[config.mk]
export PLATFORM = sky130hd
export DESIGN_NAME = glyph_width_measure_and_layout
export DESIGN_NICKNAME = d
export VERILOG_FILES = /design/src/gwml_pkg.sv /design/src/gwml_cell_decode.sv /design/src/gwml_ink_table.sv /design/src/glyph_width_measure_and_layout.sv
export SDC_FILE = /design/constraint.sdc
export NUM_CORES = 2
export LEC_CHECK = 0
export BUFFER_PORTS_ARGS = -buffer_cell sky130_fd_sc_hd__buf_4
export CAP_MARGIN = 5
export CORE_MARGIN = 10
export CORE_UTILIZATION = 50
export DETAILED_ROUTE_END_ITERATION = 10
export PLACE_DENSITY_LB_ADDON = 0.3
export SETUP_SLACK_MARGIN = 0.3
export SLEW_MARGIN = 30
export SYNTH_ARGS = -nofsm -noshare
export SYNTH_HDL_FRONTEND = slang
export SYNTH_SLANG_ARGS = --single-unit
[constraint.sdc]
create_clock -name clk -period 6 [get_ports clk]
set_input_delay 0.6 -clock clk [delete_from_list [all_inputs] [get_ports clk]]
set_output_delay 0.6 -clock clk [all_outputs]
set_load 0.1 [all_outputs]
[src/gwml_pkg.sv]
// ----------------------------------------------------------------------------
// gwml_pkg
// Shared types and constants for the glyph width measure and layout block:
// action codes, register indexes, table entry types and the write request.
// ----------------------------------------------------------------------------
package gwml_pkg;

    // Glyph grid and table geometry
    localparam int GRID_LOG2  = 4;
    localparam int IDX_BITS   = 2 * GRID_LOG2;
    localparam int GLYPHS     = 1 << IDX_BITS;
    localparam int INK_BITS   = 5;
    localparam int PIX_BITS   = 8;
    localparam int CODE_BITS  = 8;
    localparam int START_BITS = 16;
    localparam int PENX_BITS  = 16;

    // Register widths
    localparam int LOG2_BITS  = 3;
    localparam int PAD_BITS   = 2;
    localparam int SPACE_BITS = 4;
    localparam int CFG_BITS   = 4;
    localparam int CFG_IDX_BITS = 2;

    typedef logic [INK_BITS-1:0]     ink_t;
    typedef logic [IDX_BITS-1:0]     idx_t;
    typedef logic [1:0]              action_t;
    typedef logic [CFG_IDX_BITS-1:0] cfg_idx_t;

    // Action codes
    localparam action_t ACT_PIXEL = 2'd0;
    localparam action_t ACT_CHAR  = 2'd1;
    localparam action_t ACT_PEN   = 2'd2;

    // Register indexes
    localparam cfg_idx_t REG_CELL_W_LOG2 = 2'd0;
    localparam cfg_idx_t REG_CELL_H_LOG2 = 2'd1;
    localparam cfg_idx_t REG_PADDING     = 2'd2;
    localparam cfg_idx_t REG_SPACE_WIDTH = 2'd3;

    // Character code of the space glyph
    localparam logic [CODE_BITS-1:0] SPACE_CODE = 8'd32;

    // Decoded atlas pixel
    typedef struct packed {
        logic hit;   // nonzero alpha and inside the atlas
        idx_t idx;   // cell row in the upper nibble, cell column in the lower
        ink_t ink;   // column inside the cell plus one
    } pix_t;

    // Table write request
    typedef struct packed {
        logic en;
        idx_t idx;
        ink_t data;
    } wr_req_t;

endpackage

[src/gwml_cell_decode.sv]
// ----------------------------------------------------------------------------
// gwml_cell_decode
// Map an atlas pixel to its glyph cell and the ink width it implies.
// ----------------------------------------------------------------------------
module gwml_cell_decode #(
    parameter int MAX_CELL_WIDTH = 16
) (
    input  logic [gwml_pkg::LOG2_BITS-1:0] cell_width_log2,
    input  logic [gwml_pkg::LOG2_BITS-1:0] cell_height_log2,
    input  logic [gwml_pkg::PIX_BITS-1:0]  pixel_x,
    input  logic [gwml_pkg::PIX_BITS-1:0]  pixel_y,
    input  logic [gwml_pkg::PIX_BITS-1:0]  pixel_alpha,
    output gwml_pkg::pix_t                 pix
);
    import gwml_pkg::*;

    // Largest cell width log2 allowed by the cell width limit
    localparam int WL_LIMIT = $clog2(MAX_CELL_WIDTH + 1) - 1;
    localparam logic [LOG2_BITS-1:0] WL_MAX = LOG2_BITS'(WL_LIMIT < 4 ? WL_LIMIT : 4);
    localparam logic [LOG2_BITS-1:0] HL_MAX = LOG2_BITS'(4);

    logic [LOG2_BITS-1:0] wl;
    logic [LOG2_BITS-1:0] hl;
    logic [PIX_BITS-1:0]  ccol;
    logic [PIX_BITS-1:0]  crow;
    logic [PIX_BITS-1:0]  inner_mask;
    logic [PIX_BITS-1:0]  inner;

    // Clamp the cell size
    assign wl = (cell_width_log2 > WL_MAX) ? WL_MAX : cell_width_log2;
    assign hl = (cell_height_log2 > HL_MAX) ? HL_MAX : cell_height_log2;

    // Split the pixel position into cell and offset
    assign ccol       = pixel_x >> wl;
    assign crow       = pixel_y >> hl;
    assign inner_mask = ~(8'hFF << wl);
    assign inner      = pixel_x & inner_mask;

    always_comb
    begin
        pix.hit  = (pixel_alpha != '0) && (ccol[PIX_BITS-1:GRID_LOG2] == '0)
                   && (crow[PIX_BITS-1:GRID_LOG2] == '0);
        pix.idx  = {crow[GRID_LOG2-1:0], ccol[GRID_LOG2-1:0]};
        pix.ink  = INK_BITS'(inner) + INK_BITS'(1);
    end

endmodule

[src/gwml_ink_table.sv]
// ----------------------------------------------------------------------------
// gwml_ink_table
// Ink width table: synchronous memory with registered read, per-entry valid
// bits cleared at reset, and forwarding of a write that lands on the entry
// being read in the same cycle.
// ----------------------------------------------------------------------------
module gwml_ink_table (
    input  logic                clk,
    input  logic                rst_n,
    input  logic                rd_en,
    input  gwml_pkg::idx_t      rd_idx,
    input  gwml_pkg::wr_req_t   wr,
    output gwml_pkg::ink_t      rd_data
);
    import gwml_pkg::*;

    ink_t             mem [GLYPHS];
    ink_t             mem_q_reg;
    logic [GLYPHS-1:0] valid_reg;
    idx_t             rd_idx_reg;
    logic             fwd_hit_reg;
    ink_t             fwd_data_reg;

    // Memory write and registered read
    always_ff @(posedge clk)
    begin
        if (wr.en)
        begin
            mem[wr.idx] <= wr.data;
        end
        if (rd_en)
        begin
            mem_q_reg <= mem[rd_idx];
        end
    end

    // Valid bits and forwarding capture
    always_ff @(posedge clk or negedge rst_n)
    begin
        if (!rst_n)
        begin
            valid_reg    <= '0;
            rd_idx_reg   <= '0;
            fwd_hit_reg  <= 1'b0;
            fwd_data_reg <= '0;
        end
        else
        begin
            if (wr.en)
            begin
                valid_reg[wr.idx] <= 1'b1;
            end
            if (rd_en)
            begin
                rd_idx_reg   <= rd_idx;
                fwd_hit_reg  <= wr.en && (wr.idx == rd_idx);
                fwd_data_reg <= wr.data;
            end
        end
    end

    // Resolve the read: forwarded write, stored entry, or cleared entry
    assign rd_data = fwd_hit_reg          ? fwd_data_reg :
                     valid_reg[rd_idx_reg] ? mem_q_reg   : '0;

endmodule

[src/glyph_width_measure_and_layout.sv]
// ----------------------------------------------------------------------------
// glyph_width_measure_and_layout
// Measure glyph ink widths from atlas pixels and lay out text characters.
//
//   Channel  Direction  Payload
//   s_*      in         tuser: action; tdata: pixel_x, pixel_y, pixel_alpha,
//                       char_code, start_x
//   m_*      out        tdata: pen_x, glyph_width, atlas_col, atlas_row, draw
//   cfg_*    in         register index and write data, no read-back
//
// One item per cycle sustained unless the output stalls. An item reads the ink
// table when accepted and in the second stage modifies, writes back or emits
// into the output register; a write to the entry read in the same cycle is
// forwarded. Reset clears the table through per-entry valid bits, so items are
// taken at once after reset. A stalled output holds a character in the second
// stage and stops input transfers; pixel and pen items leave the second stage
// without waiting.
// ----------------------------------------------------------------------------
module glyph_width_measure_and_layout #(
    parameter int MAX_CELL_WIDTH = 16,
    parameter int PEN_BITS       = 16
) (
    input  logic                               clk,
    input  logic                               rst_n,
    // Input stream
    input  logic                               s_tvalid,
    output logic                               s_tready,
    input  logic [47:0]                        s_tdata,  // pixel_x, pixel_y, pixel_alpha,
                                                         // char_code, start_x
    input  gwml_pkg::action_t                  s_tuser,  // action
    // Output stream
    output logic                               m_tvalid,
    input  logic                               m_tready,
    output logic [31:0]                        m_tdata,  // pen_x, glyph_width, atlas_col,
                                                         // atlas_row, draw, zero fill
    // Configuration port
    input  logic                               cfg_we,
    input  gwml_pkg::cfg_idx_t                 cfg_index,
    input  logic [gwml_pkg::CFG_BITS-1:0]      cfg_data
);
    import gwml_pkg::*;

    // Configuration registers
    logic [LOG2_BITS-1:0]  cell_w_log2_reg;
    logic [LOG2_BITS-1:0]  cell_h_log2_reg;
    logic [PAD_BITS-1:0]   padding_reg;
    logic [SPACE_BITS-1:0] space_width_reg;

    always_ff @(posedge clk or negedge rst_n)
    begin
        if (!rst_n)
        begin
            cell_w_log2_reg <= LOG2_BITS'(3);
            cell_h_log2_reg <= LOG2_BITS'(3);
            padding_reg     <= PAD_BITS'(1);
            space_width_reg <= SPACE_BITS'(3);
        end
        else if (cfg_we)
        begin
            case (cfg_index)
                REG_CELL_W_LOG2: cell_w_log2_reg <= cfg_data[LOG2_BITS-1:0];
                REG_CELL_H_LOG2: cell_h_log2_reg <= cfg_data[LOG2_BITS-1:0];
                REG_PADDING:     padding_reg     <= cfg_data[PAD_BITS-1:0];
                REG_SPACE_WIDTH: space_width_reg <= cfg_data[SPACE_BITS-1:0];
                default:         ;
            endcase
        end
    end

    // Unpack input fields
    logic [PIX_BITS-1:0]   in_pixel_x;
    logic [PIX_BITS-1:0]   in_pixel_y;
    logic [PIX_BITS-1:0]   in_pixel_alpha;
    logic [CODE_BITS-1:0]  in_char_code;
    logic [START_BITS-1:0] in_start_x;

    assign in_pixel_x     = s_tdata[7:0];
    assign in_pixel_y     = s_tdata[15:8];
    assign in_pixel_alpha = s_tdata[23:16];
    assign in_char_code   = s_tdata[31:24];
    assign in_start_x     = s_tdata[47:32];

    // Decode the pixel cell
    pix_t in_pix;

    gwml_cell_decode #(
        .MAX_CELL_WIDTH (MAX_CELL_WIDTH)
    ) u_decode (
        .cell_width_log2  (cell_w_log2_reg),
        .cell_height_log2 (cell_h_log2_reg),
        .pixel_x          (in_pixel_x),
        .pixel_y          (in_pixel_y),
        .pixel_alpha      (in_pixel_alpha),
        .pix              (in_pix)
    );

    // Second stage registers
    logic                  s1_valid_reg;
    action_t               s1_action_reg;
    pix_t                  s1_pix_reg;
    logic [CODE_BITS-1:0]  s1_code_reg;
    logic [START_BITS-1:0] s1_start_reg;
    logic [PEN_BITS-1:0]   pen_reg;
    logic                  out_valid_reg;
    logic [31:0]           out_data_reg;

    logic    in_xfer;
    logic    s1_go;
    idx_t    rd_idx;
    ink_t    ink;
    wr_req_t wr;

    // Advance the second stage unless a character waits on a full output
    assign s1_go    = s1_valid_reg && ((s1_action_reg != ACT_CHAR) || !out_valid_reg
                                       || m_tready);
    assign s_tready = !s1_valid_reg || s1_go;
    assign in_xfer  = s_tvalid && s_tready;
    assign rd_idx   = (s_tuser == ACT_PIXEL) ? in_pix.idx : idx_t'(in_char_code);

    gwml_ink_table u_table (
        .clk     (clk),
        .rst_n   (rst_n),
        .rd_en   (in_xfer),
        .rd_idx  (rd_idx),
        .wr      (wr),
        .rd_data (ink)
    );

    // Raise the stored ink width
    always_comb
    begin
        wr.en   = s1_valid_reg && (s1_action_reg == ACT_PIXEL) && s1_pix_reg.hit
                  && (s1_pix_reg.ink > ink);
        wr.idx  = s1_pix_reg.idx;
        wr.data = s1_pix_reg.ink;
    end

    // Glyph advance width and result fields
    ink_t                          glyph_w;
    logic [PEN_BITS+PENX_BITS-1:0] pen_wide;
    logic [PEN_BITS+START_BITS-1:0] start_wide;
    logic [31:0]                   result;

    assign glyph_w    = (s1_code_reg == SPACE_CODE)
                        ? INK_BITS'(space_width_reg) + INK_BITS'(padding_reg)
                        : ink + INK_BITS'(padding_reg);
    assign pen_wide   = {{PENX_BITS{1'b0}}, pen_reg};
    assign start_wide = {{PEN_BITS{1'b0}}, s1_start_reg};
    assign result     = {2'b00, (glyph_w != '0), s1_code_reg[7:4], s1_code_reg[3:0],
                         glyph_w, pen_wide[PENX_BITS-1:0]};

    // Pipeline, pen and output register
    always_ff @(posedge clk or negedge rst_n)
    begin
        if (!rst_n)
        begin
            s1_valid_reg  <= 1'b0;
            s1_action_reg <= ACT_PIXEL;
            pen_reg       <= '0;
            out_valid_reg <= 1'b0;
        end
        else
        begin
            if (in_xfer)
            begin
                s1_valid_reg  <= 1'b1;
                s1_action_reg <= s_tuser;
            end
            else if (s1_go)
            begin
                s1_valid_reg <= 1'b0;
            end

            if (out_valid_reg && m_tready)
            begin
                out_valid_reg <= 1'b0;
            end

            if (s1_go)
            begin
                case (s1_action_reg)
                    ACT_CHAR:
                    begin
                        pen_reg       <= pen_reg + PEN_BITS'(glyph_w);
                        out_valid_reg <= 1'b1;
                    end
                    ACT_PEN:
                    begin
                        pen_reg <= start_wide[PEN_BITS-1:0];
                    end
                    default: ;
                endcase
            end
        end
    end

    // Payload registers
    always_ff @(posedge clk)
    begin
        if (in_xfer)
        begin
            s1_pix_reg   <= in_pix;
            s1_code_reg  <= in_char_code;
            s1_start_reg <= in_start_x;
        end
        if (s1_go && (s1_action_reg == ACT_CHAR))
        begin
            out_data_reg <= result;
        end
    end

    assign m_tvalid = out_valid_reg;
    assign m_tdata  = out_data_reg;

endmodule

-- After elaboration in Yosys (flattened, before gate mapping)
Memory sizes are Yosys's and may differ from the RTL's. A register that Yosys moved wholly into a read port is not among the register bits.
Cells that the tools add are included.
- logic and storage cells: 91
- register bits after elaboration: 370
- RAM bits: 1280
- memories kept: 1
- input bits: 61
- output and inout port bits: 34
- memories (memory ; words ; bits a word ; rd ports ; clocked after memory_dff ; write ports ; line ; RTL):
    u_table.mem ; 256 ; 5 ; 1 ; 1 ; 1 ; gwml_ink_table.sv:17 ; ink_t mem [GLYPHS];
- bitwise logic cells: 3
- reductions and logical operators: 30
- muxes and demuxes: 18
- shifts and indexed selects: 3
- equality and inequality tests: 8
- add/subtract/negate cells: 4
- magnitude comparators: 6
- operator list (cell ; number):
    $or 256x256->256 ; 1
    $pmux 16 s2 ; 1
    $lt 8x9->1 const B ; 2
    $add 16x5->16 ; 1
    $shr 8x3->8 ; 2
    $mux 5 ; 3
    $logic_and 1x1->1 ; 11
    $reduce_and 2->1 ; 5
    $mux 1 ; 9
    $bmux 1 s8 ; 1
    $demux 1 s8 ; 1
    $eq 8x6->1 const B ; 1
    $eq 8x8->1 ; 1
    $ge 8x1->1 const B ; 1
    $logic_not 4->1 ; 2
    $mux 8 ; 1
    $reduce_bool 8->1 ; 1
    $shl 8x3->5 const A ; 1
    $eq 2x2->1 const B ; 3
    $gt 3x3->1 const B ; 2
    $logic_not 2->1 ; 3
    $mux 3 ; 2
    $add 4x2->5 ; 1
    $add 5x1->5 const B ; 1
    10 further kinds ; 15

-- Logic depth before layout (Yosys ltp)
- depth in word-level cells: 8
- mapped depth: 26

-- Cells and area by module
Synthesis repeated with hierarchy kept, for this count alone.
- cell total of the unflattened synthesis: 3351
- area total of the unflattened synthesis: 65688.0 sq um
- modules (own cells, without submodules) (module ; sequential area each (sq um) ; area each (sq um) ; instances ; cells an instance):
    gwml_ink_table ; 45343.5 ; 60810.8 ; 1 ; 2968
    glyph_width_measure_and_layout ; 2851.5 ; 4372.9 ; 1 ; 305
    gwml_cell_decode ; 0.0 ; 504.2 ; 1 ; 78

-- Worst setup path after synthesis
OpenSTA, ideal clock, no wires.
- kind: register -> register
- start: reg s1_pix_reg[4] (netlist name)
- end: mem u_table.mem[204][0] (netlist name), enable pin
- period minus slack after synthesis: 5.959 ns
- buffers on the path: 1
- path slack: 0.041 ns
- data arrival time: 5.615 ns
- stages on the path, launching flop included: 10
- cell sequence: edfxtp_1 > ha_1 > and3_1 > nand3_1 > nand4_1 > a21oi_1 > nor3b_1 > nand3_1 > clkbuf_1 > nor2_1
- cells in the longest elaborated chain, start to end: 4
- ends and longest elaborated chain (element ; line ; RTL):
    start: declaration ; glyph_width_measure_and_layout.sv:100 ; pix_t s1_pix_reg;
    start signal: assignment ; glyph_width_measure_and_layout.sv:202 ; s1_pix_reg <= in_pix;
    $gt 5x5->1 ; glyph_width_measure_and_layout.sv:133 ; && (s1_pix_reg.ink > ink);
    $logic_and 1x1->1 ; glyph_width_measure_and_layout.sv:133 ;
    $mux 1 ; gwml_ink_table.sv:27 ; if (wr.en)
    $mux 1 (not written as such) ; gwml_ink_table.sv:29 ; mem[wr.idx] <= wr.data;
    end: declaration ; gwml_ink_table.sv:17 ;
Every way passes these cells.

-- Worst setup path in the final report
- start: reg u_table.rd_idx_reg[1]
- end: reg pen_reg[11]
- cells in the longest elaborated chain, start to end: 8
- ends and longest elaborated chain (element ; line ; RTL):
    start: declaration ; gwml_ink_table.sv:20 ; idx_t rd_idx_reg;
    start signal: assignment ; gwml_ink_table.sv:55 ; rd_idx_reg <= rd_idx;
    $bmux 1 s8 ; gwml_ink_table.sv:64 ; valid_reg[rd_idx_reg] ? mem_q_reg : '0;
    $mux 1 (not written as such) ; gwml_ink_table.sv:64 ;
    $mux 5 ; gwml_ink_table.sv:64 ;
    $mux 5 ; gwml_ink_table.sv:63 ; assign rd_data = fwd_hit_reg ? fwd_data_reg :
    $add 5x2->5 ; glyph_width_measure_and_layout.sv:146 ; : ink + INK_BITS'(padding_reg);
    $mux 5 ; glyph_width_measure_and_layout.sv:145 ; ? INK_BITS'(space_width_reg) + INK_BITS'(padding_reg)
    named net glyph_w[1] ; glyph_width_measure_and_layout.sv:139 ; ink_t glyph_w;
    $add 16x5->16 ; glyph_width_measure_and_layout.sv:184 ; pen_reg <= pen_reg + PEN_BITS'(glyph_w);
    $pmux 16 s2 ; glyph_width_measure_and_layout.sv:181 ; case (s1_action_reg)
    end signal: assignment ; glyph_width_measure_and_layout.sv:184 ;
    end signal: assignment ; glyph_width_measure_and_layout.sv:189 ; pen_reg <= start_wide[PEN_BITS-1:0];
    end: declaration ; glyph_width_measure_and_layout.sv:103 ; logic [PEN_BITS-1:0] pen_reg;
The timed path passes the listed nets, and every way through them passes these cells. The select of a mux whose other input is x is not followed.
A chain may end at the register's enable or synchronous reset.

==> results.md <==
* Seq cells post-synth at 1655
* RePlAce Congestion at 0.912
* Type of the worst setup path: reg -> reg
* Wl on met1 at 74.2 mm
* Post-Route Skew at 0.0394 ns
* Ys flop type: edfxtp_1
* Top cell by count, worst path: buf_6
* Endpoints failing hold at 0
* CTS buffer count at 166
* Post-DP Area at 71700 µm²
* DPL Wire Length at 119 mm
* Hold wc startpoint: cfg_data[3]
* Yosys warns at 0
* Fmax achieved at 0.175 GHz
* Total grt overflow at 0
* Family with the most delay on the worst path: compound AO/OA/AOI/OAI gates
* Chip width at 385 µm
* Setup TNS at 0 ns
* Async SR Flop Fraction at 0.182
* Max layer used: met5
* Slew at the pin with the worst max-slew slack at 1.11 ns
* Max-cap violations at 0
* Worst-path clk slew at 0.06 ns
* Area of the mapped netlist at 66600 µm²
* Area of the multi-input gates at 17500 µm²
* Global Route Usage Sum at 0.249
* Register area share after synthesis at 0.724
* Max reg flops at 1280
* CP max FO at 5
* Via count of the routed design at 41200
* Startpoint Class: register
* Storage element area at 48200 µm²
* Synth Area per Inst at 15.3 µm²
* Slew headroom at 0.261
* Fillcell total at 9852
* Clock latency on the worst-skew pair at 0.82 ns
* Final setup fails at 0
* Worst Setup End Kind: register
* Deepest clock path buffer count at 3
* Buf/Inv on CP at 6
* CTS tree: done
* Core box area at 132000 µm²
* Starting Density at 0.505
* Initial drt markers at 5285
* R2r startpoint: u_table.rd_idx_reg[1]$_DFFE_PN0P_
* Crit share post-route at 0.954
* Post-synth top area share at 0.610
* Slowest cell on crit path: fa_2
* Routed wire length on met3 at 18.9 mm
* Setup repair after global routing missed its margin: yes
* Syn Inst Count at 4354
* Synth top area cells: edfxtp_1 61%, dfrtp_1 11%, mux4_2 6.0%, nand2_1 2.9%, a21oi_1 2.6%
* Number of H-tree levels at 4
* IO Pins at 95
* Vias in the first global route at 40000
* Die Area at 148000 µm²
* Hold Crit Class: in -> reg
* Peak supply drop at 0.257 mV
* I/O Buffers at 92
* Fin crit period at 5.73 ns
* Lkg Pwr at 28.7 nW
* CTS root buf: clkbuf_16
* Post-layout nets at 4839
* Drt wl/cell at 28.1 µm
* Slew Limit Fails at 0
* CP peak stage delay at 0.56 ns
* Yosys top cell by area: edfxtp_1
* Most numerous cell in the Yosys netlist: edfxtp_1
* DRC Markers at 0
* FP Rows at 133
* Fin area at 78000 µm²
* Synth cell types at 83
* First-pass GRT wire length at 273 mm
* CTS sink count at 1655
* Worst EP arrival at 6.39 ns
* Largest net degree at the start of global routing at 200
* CP Launch Point: u_table.rd_idx_reg[1]$_DFFE_PN0P_
* Commonest cells in the netlist: 1353 x edfxtp_1, 511 x nand2_1, 344 x a21oi_1, 304 x nor2_1, 295 x dfrtp_1
* Initial antenna violation count at 5
* Post-synth EDFFs at 1353
* Status: finished clean
* Final ANT Viol Nets at 0
* Pwr Density at 343 nW/µm²
* DRT Wirelength at 187 mm
* Share of layout cells above drive strength 1 at 0.279
* WL met2 at 86.3 mm
* Area delta synth->final at 17.2%
* Initial DRT Pass Iterations at 6
* Vias per cell at 6.18
* Die height at 385 µm
* Crit path required time at 6.67 ns
worst register-to-register path, delay by kind of cell, from the launching register on:
kind | cells | cell delay [ns]
buffers and inverters | 6 | 0.82
AOI/OAI and AO/OA | 10 | 1.64
adders and majority gates | 3 | 0.91
and+or+nand+nor | 5 | 0.79
DFF | 1 | 0.50
muxes | 3 | 0.93
final timing paths:
check	endpoint	slack [ns]	depth (start not counted)
worst min-delay path	space_width_reg[3]$_DFFE_PN0P_	0.06	2
worst max-delay path	pen_reg[11]$_DFFE_PN0P_	0.27	27
max in group asynchronous	u_table.valid_reg[173]$_DFFE_PN0P_	4.29	3
min in group asynchronous	u_table.valid_reg[222]$_DFFE_PN0P_	0.40	2
worst min register to register	m_tdata[26]$_DFFE_PP_	0.44	0
worst max register to register	pen_reg[11]$_DFFE_PN0P_	0.27	27
where the power goes:
group,total (mW),internal [mW],switching [mW]
combinational,3.26,1.12,2.15
clock,10.5,6.01,4.46
sequential,13.0,12.8,0.206
total,26.8,19.9,6.81
logic make-up (layout without fill, tap and decap cells):
logic type,Yosys count,after routing,share of synthesized area
compound gates,794,794,0.0791
xor+xnor,15,15,0.00197
fa+ha+maj,18,18,0.00361
buf+inv,280,830,0.0215
flops,1655,1655,0.724
mux,307,307,0.0801
other cells,1,4,0.0000563
simple gates,1284,1284,0.0896
cell type report:
cell class              count  area share
diodes                      2   0.0000642
clock inverters            99      0.0132
flip-flops and latches   1655       0.618
well taps                1755      0.0282
inverters                  20    0.000962
repair buffers            497      0.0576
multi-input cells        2420       0.224
clock buffers             214      0.0578
stage by stage:
step,instances,hold WS [ns],power (mW),setup WS [ns],utilization
after floorplan,4355,0.304,15.1,0.257,-
after global placement,6298,0.433,16.3,-0.155,0.544
after detailed placement,6298,0.430,16.3,-0.183,0.544
after CTS,6641,0.00291,26.7,0.288,0.589
after global routing,6660,0.0309,27.5,0.0816,0.592
final,6662,0.0608,26.8,0.274,0.592
layout by cell type, fill, tap and decap left out, types with 28 or more instances in the layout:
cell type / netlist / layout
nand3_1: 59 / 56
mux4_2: 178 / 178
clkinv_1: 1 / 29
clkinv_2: 0 / 31
a21oi_1: 344 / 337
clkbuf_16: 0 / 169
a22o_1: 30 / 30
o21ai_0: 47 / 41
edfxtp_1: 1353 / 1353
dfrtp_1: 295 / 293
nor2_2: 1 / 91
a22oi_1: 146 / 146
buf_4: 12 / 410
mux2i_1: 110 / 110
nand2_1: 511 / 508
buf_12: 0 / 51
clkbuf_1: 105 / 34
or2_2: 258 / 258
nand4_1: 28 / 28
a32oi_1: 43 / 43
nor2_1: 304 / 203
o22ai_1: 31 / 31
layer usage:
metal	global-route usage	vias to the layer above
met5	0	-
met4	0.0949	2
met3	0.0592	412
met2	0.383	2346
met1	0.345	21000
li1	-	17400
timing repair:
action	in CTS	in global routing
pin swaps	7	26
hold buffers	25	0
hold endpoints to repair	118	0
gates resized for setup	17	56
setup buffers	5	16
endpoints found under the setup margin	87	475
Note: power is estimated with default switching activity, not from simulation.
